`src/hdl/tcsc_pkg.sv`:
```
`default_nettype none
package tcsc_pkg;

    localparam int NAME_CHARS = 15;
    localparam int TEXT_W     = NAME_CHARS * 8;
    localparam int ROM_COUNT  = 16;
    localparam int ACTIVE_W   = 5;
    localparam int CNT32_W    = 32;

    // command codes
    localparam logic [1:0] CMD_CLASSIFY = 2'd0;
    localparam logic [1:0] CMD_SET      = 2'd1;
    localparam logic [1:0] CMD_CLEAR    = 2'd2;
    localparam logic [1:0] CMD_SPARE    = 2'd3;

    // rule action codes
    localparam logic [7:0] ACT_DEMOTE = 8'd1;
    localparam logic [7:0] ACT_BOOST  = 8'd2;
    localparam logic [7:0] ACT_MID    = 8'd3;

    // outcome codes
    localparam logic [2:0] OUT_NONE    = 3'd0;
    localparam logic [2:0] OUT_DEMOTE  = 3'd1;
    localparam logic [2:0] OUT_BOOST   = 3'd2;
    localparam logic [2:0] OUT_MID     = 3'd3;
    localparam logic [2:0] OUT_UNKNOWN = 3'd4;

    // core constants
    localparam logic [2:0] CORE_TOP = 3'd7;
    localparam logic [2:0] CORE_MID = 3'd4;
    localparam logic [2:0] CORE_LOW = 3'd3;

    // token handed from cell to cell
    typedef struct packed {
        logic       valid;
        logic       hit;
        logic [7:0] act;
        logic       eq_hit;
        logic       free_hit;
    } tok_t;

    // fixed pattern table, char 0 in the low byte
    function automatic logic [TEXT_W-1:0] rom_pat(input logic [3:0] idx);
        logic [TEXT_W-1:0] p;
        case (idx)
            4'd0:    p = TEXT_W'(64'h6b6f6f6265636166);
            4'd1:    p = TEXT_W'(48'h616e6174616b);
            4'd2:    p = TEXT_W'(32'h6163726f);
            4'd3:    p = TEXT_W'(72'h6d6172676174736e69);
            4'd4:    p = TEXT_W'(48'h6b6f746b6974);
            4'd5:    p = TEXT_W'(56'h6f61696c69687a);
            4'd6:    p = TEXT_W'(72'h7061706c6c6177696d);
            4'd7:    p = TEXT_W'(80'h72657075536874726165);
            4'd8:    p = TEXT_W'(40'h616d616c6c);
            4'd9:    p = TEXT_W'(32'h6e657771);
            4'd10:   p = TEXT_W'(64'h726f747563657865);
            4'd11:   p = TEXT_W'(80'h746163696c707061796d);
            4'd12:   p = TEXT_W'(24'h6f6568);
            4'd13:   p = TEXT_W'(72'h6c6665636166727573);
            4'd14:   p = TEXT_W'(88'h61657268547265646e6552);
            4'd15:   p = TEXT_W'(80'h732d7265736f706d6f63);
            default: p = '0;
        endcase
        return p;
    endfunction

    // zero-filled text from the two name words
    function automatic logic [TEXT_W-1:0] unpack_text(input logic [63:0] lo,
                                                      input logic [55:0] hi);
        logic [TEXT_W-1:0] raw;
        logic [TEXT_W-1:0] t;
        logic              ended;
        raw   = {hi, lo};
        t     = '0;
        ended = 1'b0;
        for (int i = 0; i < NAME_CHARS; i++) begin
            if (raw[i*8 +: 8] == 8'd0) ended = 1'b1;
            if (!ended) t[i*8 +: 8] = raw[i*8 +: 8];
        end
        return t;
    endfunction

    // non-empty pattern occurs somewhere in text
    function automatic logic has_sub(input logic [TEXT_W-1:0] txt,
                                     input logic [TEXT_W-1:0] pat);
        logic any;
        logic ok;
        any = 1'b0;
        for (int s = 0; s < NAME_CHARS; s++) begin
            ok = 1'b1;
            for (int j = 0; j < NAME_CHARS; j++) begin
                if (pat[j*8 +: 8] != 8'd0) begin
                    if (s + j >= NAME_CHARS) ok = 1'b0;
                    else if (txt[(s+j)*8 +: 8] != pat[j*8 +: 8]) ok = 1'b0;
                end
            end
            any = any | ok;
        end
        return any & (pat[7:0] != 8'd0);
    endfunction

    function automatic logic [2:0] mod3(input logic [2:0] c);
        logic [2:0] r;
        case (c)
            3'd0, 3'd3, 3'd6: r = 3'd0;
            3'd1, 3'd4, 3'd7: r = 3'd1;
            default:          r = 3'd2;
        endcase
        return r;
    endfunction

endpackage
`default_nettype wire

```
`src/hdl/tcsc_cell.sv`:
```
`default_nettype none
module tcsc_cell #(
    parameter int CNT_W = 5
) (
    input  wire                          aclk,
    input  wire                          aresetn,
    input  tcsc_pkg::tok_t               tok_i,
    input  wire [CNT_W-1:0]              cnt_i,
    input  wire [tcsc_pkg::TEXT_W-1:0]   text,
    input  wire [7:0]                    action,
    input  wire                          wr_en,
    input  wire                          wr_use_eq,
    input  wire                          clr,
    output tcsc_pkg::tok_t               tok_o,
    output logic [CNT_W-1:0]             cnt_o
);

    logic [tcsc_pkg::TEXT_W-1:0] pat_reg;
    logic [7:0]                  act_reg;
    logic                        en_reg;
    logic                        eqsel_reg, eqsel_next;
    logic                        freesel_reg, freesel_next;
    tcsc_pkg::tok_t              tok_reg, tok_next;
    logic [CNT_W-1:0]            cnt_reg, cnt_next;
    logic                        my_hit, my_eq, my_free, sel;

    // local match against the broadcast text
    always_comb begin
        my_hit  = en_reg & tcsc_pkg::has_sub(text, pat_reg);
        my_eq   = en_reg & (pat_reg == text);
        my_free = ~en_reg;
        tok_next          = tok_i;
        tok_next.hit      = tok_i.hit | my_hit;
        tok_next.act      = tok_i.hit ? tok_i.act : act_reg;
        tok_next.eq_hit   = tok_i.eq_hit | my_eq;
        tok_next.free_hit = tok_i.free_hit | my_free;
        eqsel_next        = my_eq & ~tok_i.eq_hit;
        freesel_next      = my_free & ~tok_i.free_hit;
        cnt_next          = cnt_i + CNT_W'(en_reg);
        sel               = wr_use_eq ? eqsel_reg : freesel_reg;
    end

    // token stage and slot selection marks
    always_ff @(posedge aclk) begin
        if (!aresetn) begin
            tok_reg     <= '0;
            eqsel_reg   <= 1'b0;
            freesel_reg <= 1'b0;
        end else begin
            tok_reg <= tok_i.valid ? tok_next : '0;
            if (tok_i.valid) begin
                eqsel_reg   <= eqsel_next;
                freesel_reg <= freesel_next;
            end
        end
    end

    always_ff @(posedge aclk) begin
        cnt_reg <= cnt_next;
    end

    // rule storage
    always_ff @(posedge aclk) begin
        if (!aresetn) begin
            en_reg <= 1'b0;
        end else if (clr) begin
            en_reg <= 1'b0;
        end else if (wr_en && sel) begin
            en_reg <= 1'b1;
        end
    end

    always_ff @(posedge aclk) begin
        if (wr_en && sel) begin
            pat_reg <= text;
            act_reg <= action;
        end
    end

    assign tok_o = tok_reg;
    assign cnt_o = cnt_reg;

endmodule
`default_nettype wire

```
`config.mk`:
```
export PLATFORM = sky130hd
export DESIGN_NAME = tcsc_cell
export DESIGN_NICKNAME = d
export VERILOG_FILES = /design/src/hdl/tcsc_pkg.sv /design/src/hdl/tcsc_cell.sv
export SDC_FILE = /design/constraint.sdc
export NUM_CORES = 1
export LEC_CHECK = 0
export ABC_AREA = 1
export BUFFER_PORTS_ARGS = -buffer_cell sky130_fd_sc_hd__buf_2
export CAP_MARGIN = 20
export CORE_ASPECT_RATIO = 1.4
export CORE_UTILIZATION = 40
export DETAILED_ROUTE_END_ITERATION = 8
export GPL_TIMING_DRIVEN = 0
export PLACE_DENSITY = 0.61
export SYNTH_ARGS = -nofsm -noshare
export SYNTH_HDL_FRONTEND = slang
export SYNTH_SLANG_ARGS = --single-unit
```
`constraint.sdc`:
```
create_clock -name aclk -period 7.8 [get_ports aclk]
set_clock_uncertainty 0.2 [all_clocks]
set_input_delay 1.17 -clock aclk [delete_from_list [all_inputs] [get_ports aclk]]
set_output_delay 1.17 -clock aclk [all_outputs]
set_load 0.01 [all_outputs]
```
**Word level (Yosys, flattened, before mapping)**

Index checks and enable logic that the tools add are counted.
W data, S select, Z words.

- $add $sub $neg: 1
- Equality and inequality tests: 121
- Multiplexer cells: 348
- Bitwise operators: 26
- Reductions and logical operators: 18

Operators with widths:

| kind | number |
|---|---|
| $ne A8 B8 Y1 | 120 |
| $mux W1 | 346 |
| $eq A120 B120 Y1 | 1 |
| $reduce_bool A8 Y1 | 15 |
| $or A1 B1 Y1 | 17 |
| $mux W12 | 1 |
| $mux W8 | 1 |
| $add A5 B1 Y5 | 1 |
| $and A1 B1 Y1 | 5 |
| $not A1 Y1 | 4 |
| $reduce_and A2 Y1 | 1 |
| $reduce_or A2 Y1 | 1 |
| $logic_and A1 B1 Y1 | 1 |

- Flip-flop bits (word level): 148
- Input port bits: 150
- Word-level logic and storage cells: 525

**Logic depth before layout (Yosys ltp)**

Gate-level depths: netlist of the first run.

- Depth in word-level cells: 49
- Mapped depth: 23
- Mapped depth without buffers: 22

**Worst setup path before layout of the first run**

No wires, ideal clock.

- Path kind: input port to flip-flop
- From: input wr_en
- To: register act_reg[0], enable pin
- Library setup time: 0.660 ns
- Arrival time: 7.453 ns
- Required time: 6.940 ns
- Path slack: -0.512 ns
- Cell stages on the path: 2
- Path through: o21ai_0 > a21oi_1

- Longest elaborated chain between the ends: 1

Ends and longest elaborated chain:

| element | RTL line | source |
|---|---|---|
| start: declaration | tcsc_cell.sv:11 | `input wire wr_en,` |
| $logic_and A1 B1 Y1 | tcsc_cell.sv:74 | `if (wr_en && sel) begin` |
| end signal: assignment | tcsc_cell.sv:76 | `act_reg <= action;` |
| end: declaration | tcsc_cell.sv:19 | `logic [7:0] act_reg;` |

No other way between the ends.
A chain may end at the register's enable or synchronous reset.

**Final worst setup path of the first run**

- From: input text[115] in the netlist's numbering
- To: register tok_reg (netlist bit tok_o[10])

- Longest elaborated chain between the ends: 21
- Elaborated cells on any way between the ends: 167
- Those cells by class: 15 x eq/ne; 135 x mux; 17 x bitwise

Ends and longest elaborated chain:

| element | RTL line | source |
|---|---|---|
| start: declaration | tcsc_cell.sv:9 | `input wire [tcsc_pkg::TEXT_W-1:0] text,` |
| $ne A8 B8 Y1 | tcsc_pkg.sv:94 | `else if (txt[(s+j)*8 +: 8] != pat[j*8 +: 8]) ok = 1'b0;` |
| $mux W1 | tcsc_pkg.sv:94 |  |
| $mux W1 (2 in a row) | tcsc_pkg.sv:92 | `if (pat[j*8 +: 8] != 8'd0) begin` |
| $or A1 B1 Y1 / $mux W1 (equally long branches) (13 in a row) | tcsc_pkg.sv:97, tcsc_pkg.sv:92 |  |
| $or A1 B1 Y1 * | tcsc_pkg.sv:97 | `any = any \| ok;` |
| $and A1 B1 Y1 * | tcsc_pkg.sv:99 | `return any & (pat[7:0] != 8'd0);` |
| $and A1 B1 Y1 * | tcsc_cell.sv:29 | `my_hit = en_reg & tcsc_pkg::has_sub(text, pat_reg);` |
| $or A1 B1 Y1 * | tcsc_cell.sv:33 | `tok_next.hit = tok_i.hit \| my_hit;` |
| end signal: assignment | tcsc_cell.sv:50 | `tok_reg <= tok_i.valid ? tok_next : '0;` |
| end: declaration | tcsc_cell.sv:23 | `tcsc_pkg::tok_t tok_reg, tok_next;` |

Mark *: on every way between the ends. The rest lies on a longest branch, timed or not.

==> results.txt, run 1 <==
The count of antenna diodes in the layout came out at 0. The area overhead of the layout relative to synthesis is 11.9%. The number of port buffers is 165. The number of hold buffers added after cts came out at 0. The post-detailed-route DRC marker count came out at 0.

The register with the most flip-flops in the layout has 120 of them. The path depth of the worst reg2reg path is 11. The worst-path maximum fanout is 10.

The die covers 49100 um^2. The critical path class is primary input to flip-flop. STA classifies the critical path startpoint as a primary input. The final critical path takes up 55.3% of the cycle. The chip height came out at 262 um.

For this run, the post-layout net count is 3383. The buffer type at the clock tree root is clkbuf_16. Traced cell by cell, the critical path runs through buf_2, buf_2, buf_2, xnor2_1, nand4_1, nor3_1, a21oi_1, nor2_4, nor2_2, nand3_2, nand2_1, a21oi_2, nand2_1, nand2_1, nand2_1, a21oi_2. Overall power consumption after layout is estimated at 0.00278 W. The final design area excluding fillers is 21600 um^2. The highest layer touched by signal routing is met4. The net switching power is 0.00112 W.

The share of total power dissipated in combinational logic is 35.0%. The power per cell area came out at 129 nW/um^2. The worst endpoint data arrival time is 4.54 ns. The post-detailed-route wirelength per cell is 28.8 um.

Among the stages of the critical path, the cell type that occurs most often is nand2_1. The maximum clock path buffer count came out at 2. The initial utilization of the core area, before any placement, comes to 40.8%. In this run the post-CTS setup repair buffer count came out at 0. Row generation in the floorplan step produced 94 rows. The tightest slew margin relative to the limit is 37.7%. Among all stages on the critical path, the largest delay is contributed by nor3_1.

The initial antenna violation count came out at 0. The worst setup path is captured at a flip-flop. The worst register-to-register path ends at tok_o[10]$_SDFF_PN0_. At the pin with the least slew margin, the transition time is 0.925 ns.

The synthesized design contains 148 register bits. For the finished layout, the period the worst path requires is 4.32 ns. For this block, the via count after detailed routing is 22300. The share of power burned in registers is 32.7%. The post-route netlist has 15.9% of its cells at a drive strength greater than 1.

The number of warnings reported in the yosys synthesis log is 0. The cell count after synthesis came out at 3042. The sequential area share after synthesis came out at 22.0%. The share of async-settable or async-resettable flops after synthesis is 0%. After synthesis, the largest area contributor takes up 23.9% of total cell area. The worst IR drop on VDD is 0.000178 V. After detailed routing, the number of vias per cell comes to 5.75. The filler-free cell count of the finished design came out at 3868.

The tightest hold path in the finished design has a slack of 0.312 ns. The run finished with clean final reports. The via count of the first global-routing pass came out at 20600. The number of design-rule violations left by the first detailed-router iteration is 2771. TritonCTS built the clock tree.

The overall routing resource usage came out at 44.8%. The sum of net half-perimeters after detailed placement is 85.8 mm. The insertion delay of the later-clocked pin in the worst-skew pair came out at 0.50 ns. 167 I/O pins were placed. The number of cells after detailed placement came out at 3836.

The total area inside the core boundary comes to 47300 um^2. The wire length of the first global-routing pass is 153 mm. The filler cell count in the final layout is 5065. The number of instances on the worst hold path is 2. The worst register-to-register path begins at pat_reg[26]$_DFFE_PP_. The clock group share of total power is 32.3%. The data required time of the critical path came out at 8.03 ns. In this design, the stage delay of the slowest critical-path cell is 0.59 ns. The cell area after placement is 21000 um^2. The internal power consumption came out at 0.00166 W.

The maximum clock rate came out at 0.232 GHz. The placer's final routability congestion estimate is 1.06. The number of max-cap violations is 0. The floorplan die width came out at 188 um.

The post-synthesis net count came out at 3194. The detailed route wirelength on metal2 is 50.0 mm. In this run the most critical hold path is launched from act_reg[5]$_DFFE_PP_. In this run the worst hold path is classified as flip-flop to flip-flop. The post-synthesis cell area came out at 19300 um^2.

Setup repair after global routing left no endpoint under its margin. The final number of hold-violating endpoints is 0. The total wire length after detailed routing is 112 mm. The synthesized design contains 128 enable-type register cells. Clock tree synthesis inserted a total of 17 buffers. The net switching fraction of the power is 40.3%. After synthesis, the cell types taking the most area are nand2_1 24%, xnor2_1 21%, edfxtp_1 20%. In this run the register-to-register setup slack is 4.10 ns. The max-slew violation count is 0. The count of buffering cells on the critical path with inverters included is 3. In this design, the largest share of critical-path delay is due to simple AND/OR/NAND/NOR gates. In the synthesized netlist the dominant register cell turns out to be edfxtp_1. The number of clock sinks seen by CTS is 148.

The met1 routed wirelength after detailed routing is 40.6 mm. The setup TNS is 0 ns. The post-CTS clock slew at the launch and capture registers of the worst setup and hold paths is 0.08 ns.

The total grt overflow came out at 0. The average cell area after synthesis came out at 6.34 um^2. The post-cts sizing count came out at 0. The maximum number of pins on one net before global-route repair came out at 31. For this run, the detailed router's first-pass iteration total came to 8. For hold timing, the worst endpoint is tok_o[7]$_SDFF_PN0_. After synthesis, the netlist uses 43 different library cells.

The remaining antenna violation count is 0. The standby leakage power came out at 9.46 nW. The biggest area contributor in the post-synthesis netlist is nand2_1.

CTS built an H-tree with a depth of 4. The final count of negative-setup-slack endpoints is 0. Wire segments on met3 add up to 9.60 mm in the final route.
==> metrics by stage <==
| step | util (%) | setup WS, ns |
|---|---|---|
| 5_1_grt | 45.7 | 3.55 |
| 4_1_cts | 45.7 | 3.68 |
| 2_1_floorplan | - | 2.39 |
| 3_3_place_gp | 44.2 | 0.655 |
| 3_5_place_dp | 44.4 | 3.18 |
| 6_report | 45.7 | 3.48 |
==> layout make-up <==
cell class | count | area (um^2) | share of cell area (%)
buffer | 240 | 1320 | 6.09
clock buffer | 17 | 425 | 1.97
clock inverter | 15 | 164 | 0.759
inverter | 187 | 709 | 3.29
multi-input combinational | 2467 | 13000 | 60.4
sequential | 148 | 4240 | 19.7
tap | 624 | 781 | 3.62
timing repair buffer | 170 | 910 | 4.21
==> power groups by stage <==
stage	registers [W]	clock network, W	logic [W]
final	0.000910	0.000900	0.000974
after global routing	0.000913	0.000916	0.00101
after CTS	0.000910	0.000892	0.000939
after detailed placement	0.000928	0	0.000936
after global placement	0.000933	0	0.000918
after floorplan	0.000929	0	0.000573
==> cell usage after synthesis, types with 5 or more instances <==
cell         n
nand4_1    183
inv_1      112
inv_2       67
or2_2       10
xor2_1      93
edfxtp_1   128
buf_4       13
or4_1        5
xnor2_1    472
clkbuf_1    35
nand2_1   1228
dfxtp_1     20
a21oi_1     33
nor2_1     268
nor4_1      18
nor2_2      10
buf_2      172
o21ai_0      6
nand3_1    100
buf_6       20
nor3_1      10
==> how the worst max path moves through the flow <==
| stage | from | to | cells past startpoint |
|---|---|---|---|
| after floorplan | wr_en | act_reg[0]$_DFFE_PP_ | 2 |
| after global placement | wr_use_eq | pat_reg[61]$_DFFE_PP_ | 3 |
| after detailed placement | text[115] | tok_o[10]$_SDFF_PN0_ | 16 |
| after CTS | text[115] | tok_o[10]$_SDFF_PN0_ | 16 |
| after global routing | text[115] | tok_o[10]$_SDFF_PN0_ | 16 |
| final | text[115] | tok_o[10]$_SDFF_PN0_ | 16 |
==> kinds of logic (layout without fill, tap and decap cells) <==
family	Yosys count	count (layout)	synth area share, %
AO/OA/AOI/OAI	53	53	1.52
AND/OR/NAND/NOR	1846	1846	40.1
flip-flops	148	148	22.0
buffers and inverters	427	629	10.5
adder cells (fa/ha/maj)	2	2	0.130
XOR/XNOR	566	566	25.7
==> worst register-to-register path, stage by stage (launching register included) <==
cell      delay (ns)
edfxtp_1        0.49
buf_2           0.30
xnor2_1         0.54
nand3_1         0.15
or4_1           0.63
nand2_1         0.10
o221ai_1        0.29
nor3_1          0.27
nand2_1         0.08
nand2_1         0.20
nand2_1         0.23
a21oi_2         0.16
==> layer usage <==
metal | track usage, % | up-vias
met5 | 0 | -
met4 | 39.7 | 0
met3 | 7.12 | 408
met2 | 70.9 | 1459
met1 | 52.8 | 10500
li1 | - | 9862
==> cell usage in the layout (no fill, tap or decap), types with 6 or more instances in the layout <==
cell type / netlist / routed
buf_2: 172 / 337
nor4_1: 18 / 18
nand3_1: 100 / 100
nor3_1: 10 / 10
a21oi_1: 33 / 32
clkbuf_16: 0 / 17
or2_2: 10 / 10
xor2_1: 93 / 93
inv_2: 67 / 67
o21ai_0: 6 / 6
dfxtp_1: 20 / 20
inv_1: 112 / 112
buf_4: 13 / 13
clkbuf_1: 35 / 35
nand2_1: 1228 / 1228
xnor2_1: 472 / 472
nand4_1: 183 / 183
nor2_1: 268 / 268
nor2_2: 10 / 10
edfxtp_1: 128 / 128
buf_6: 20 / 20
No activity file was read; power rests on OpenSTA's default activity.
==> inputs of run 2 (changes only) <==
Settings changed: PLACE_DENSITY 0.61 to 0.59.
Clock period 7.8 ns to 4 ns, I/O delays scaled along.
==> run 2 against run 1 <==
- combinational power up 96%
- clock power increased by 91%
- core utilization about the same
- via count increased by 0.26%
- non-clock buffer count is the same
- first-iteration DRC count decreased by 1.4%
- cell count barely moved
==> results.txt, run 2 (synthesized netlist as in run 1, its figures left out) <==
The minimum period implied by the final worst setup slack came out at 3.92 ns. The count of buffering cells on the critical path with inverters included came out at 4. The worst setup path is launched from a flip-flop.

The post-CTS clock slew at the launch and capture registers of the worst setup and hold paths is 0.07 ns. The first global-routing pass estimated 154 mm of wire. The die area is 49100 um^2. The max-slew violation count came out at 0. At the end of routability-driven placement, the weighted congestion stood at 1.09. The largest individual stage delay along the critical path comes from the cell nor2_2.

The number of buffers inserted by post-CTS setup repair came out at 0. The worst-path maximum fanout is 10. The share of the clock period used by the worst path after layout came out at 98.1%.

The slew of the pin with the lowest slew margin is 1.10 ns. Counting along the longest clock path gives a buffer depth of 2. The data required time of the critical path is 4.22 ns. Setup repair after global routing left no endpoint under its margin. From left edge to right edge, the die measures 188 um. At the worst endpoint, the arrival time is 4.14 ns. The cell sitting at the root of the clock tree is a clkbuf_16. The register with the most flip-flops in the layout has 120 of them. The setup TNS came out at 0 ns. The fraction of final layout cells with drive strength greater than 1 came out at 15.9%. The worst IR drop on VDD is 0.000326 V.

The count of nets after finishing came out at 3383. For this block, the initial DRC count from the detailed router was 2731. In this run the remaining antenna-violating nets after routing total 0. The total wire length after detailed routing is 113 mm. The floorplan has 94 rows. The filler cell count in the final layout is 5060. The post-detailed-route wirelength per cell is 29.2 um. The maximum clock rate is 0.255 GHz.

The total CTS buffers is 17. The number of clock sinks seen by CTS is 148. The worst setup path is captured at a flip-flop. After global routing the overflow that remains totals 0. The class of the tightest hold or removal check is primary input to flip-flop. The power per cell area came out at 250 nW/um^2. The effective utilization at floorplan came out at 40.8%. The final number of hold-violating endpoints came out at 0.

The cell occurring most often along the worst timing path is nand2_1. The chip height came out at 262 um. The I/O pin total is 167. Routed signal wires occupy layers up through met5.

The standby leakage power is 9.45 nW. TritonCTS built the clock tree. The initial antenna violation count came out at 2. The critical path is of the flip-flop to flip-flop type. Max-cap violations in this run came to 0. The post-detailed-route DRC marker count is 0. The via count of the first global-routing pass came out at 20700. The maximum number of pins on one net before global-route repair came out at 32.

The category of cells accounting for the largest share of critical-path delay is simple AND/OR/NAND/NOR gates. The met1 routed wirelength after detailed routing came out at 40.4 mm. The final count of negative-setup-slack endpoints came out at 0.

The wire length on met3 came out at 10.5 mm. The sum of net half-perimeters after detailed placement is 86.9 mm. The area of the core region is 47300 um^2. Leaving out fill and tap cells, the most frequent cell in the layout is nand2_1. The number of detailed-routing iterations run before antenna repair is 9. The deepest level of the CTS H-tree is 4. The tightest slew margin relative to the limit came out at 26.1%.

In the layout the commonest cells are 1228 x nand2_1, 472 x xnor2_1, 337 x buf_2, 268 x nor2_1, 183 x nand4_1. After detailed routing, the met2 layer carries 50.8 mm of wire. The critical path goes through buf_2, inv_2, nand4_1, nor2_2, inv_2, nand2_1, nand2_1, nor2_1, nand3_1, nand2_1, inv_1, nand3_1, nand2_1, nand2_1, nand2_1, nand2_1, nand2_1, nand2_1, nand2_1, a21oi_2. The area overhead of the layout relative to synthesis is 11.9%. The post-detailed-route via-to-cell ratio is 5.77. The number of port buffers is 165.

The insertion delay of the later-clocked pin in the worst-skew pair came out at 0.50 ns. Detailed routing inserted a total of 22300 vias. The longest individual stage delay on the worst path is 0.39 ns. Across every metal layer, demand over resource in global routing totals 45.2%. The run finished with clean final reports. The final worst hold slack came out at 0.0631 ns.
-- run 2: cell types whose count changed in the layout (fill, tap and decap cells not counted) --
cell | before | now
inv_1 | 112 | 111
bufinv_16 | 1 | 0
inv_6 | 3 | 6
clkinvlp_4 | 0 | 1
inv_8 | 5 | 4
diode_2 | 0 | 1
inv_4 | 3 | 1
clkinv_2 | 5 | 4
clkinv_8 | 1 | 3
clkbuf_8 | 0 | 1
clkinv_4 | 2 | 1
-- run 2: worst paths after layout --
path	to	slack, ns	cells past startpoint	start
max	tok_o[10]$_SDFF_PN0_	0.08	20	pat_reg[43]$_DFFE_PP_
min	en_reg$_SDFFE_PP0P_	0.06	2	clr
max reg2reg	tok_o[10]$_SDFF_PN0_	0.08	20	pat_reg[43]$_DFFE_PP_
min reg2reg	tok_o[9]$_SDFF_PN0_	0.31	2	act_reg[7]$_DFFE_PP_
-- run 2: repair_timing --
| action | CTS | global route |
|---|---|---|
| hold buffers | 0 | 0 |
| resized for setup | 0 | 1 |
| setup endpoints to repair | 0 | 1 |
-- run 2: power breakdown --
group	total, W	internal [W]	switching [W]
clock network	0.00172	0.000854	0.000868
logic	0.00191	0.000611	0.00129
registers	0.00177	0.00174	0.0000315
total	0.00540	0.00321	0.00219
-- run 2: layout make-up --
cell class | instances | area, um^2 | share of cell area (%)
inverter | 187 | 713 | 3.30
clock inverter | 14 | 155 | 0.718
sequential | 148 | 4240 | 19.7
timing repair buffer | 170 | 910 | 4.21
buffer | 240 | 1320 | 6.09
antenna | 1 | 2.50 | 0.0116
tap | 624 | 781 | 3.61
clock buffer | 18 | 439 | 2.03
multi-input combinational | 2467 | 13000 | 60.4
-- run 2: layer usage --
metal	GRT usage (%)	vias up
li1	-	9861
met1	51.8	10400
met2	72.7	1554
met3	8.71	451
met4	39.4	2
met5	0	-
-- run 2: per-stage QoR --
stage | setup WS [ns] | instances | utilization [%] | cell area (um^2) | total power, W
final | 0.0780 | 3869 | 45.7 | 21600 | 0.00540
after global routing | 0.129 | 3868 | 45.7 | 21600 | 0.00553
after detailed placement | 0.0727 | 3836 | 44.4 | 21000 | 0.00363
after global placement | -0.525 | 3831 | 44.2 | 20900 | 0.00360
after CTS | 0.265 | 3868 | 45.7 | 21600 | 0.00532
after floorplan | 0.521 | 3042 | - | 19300 | 0.00293
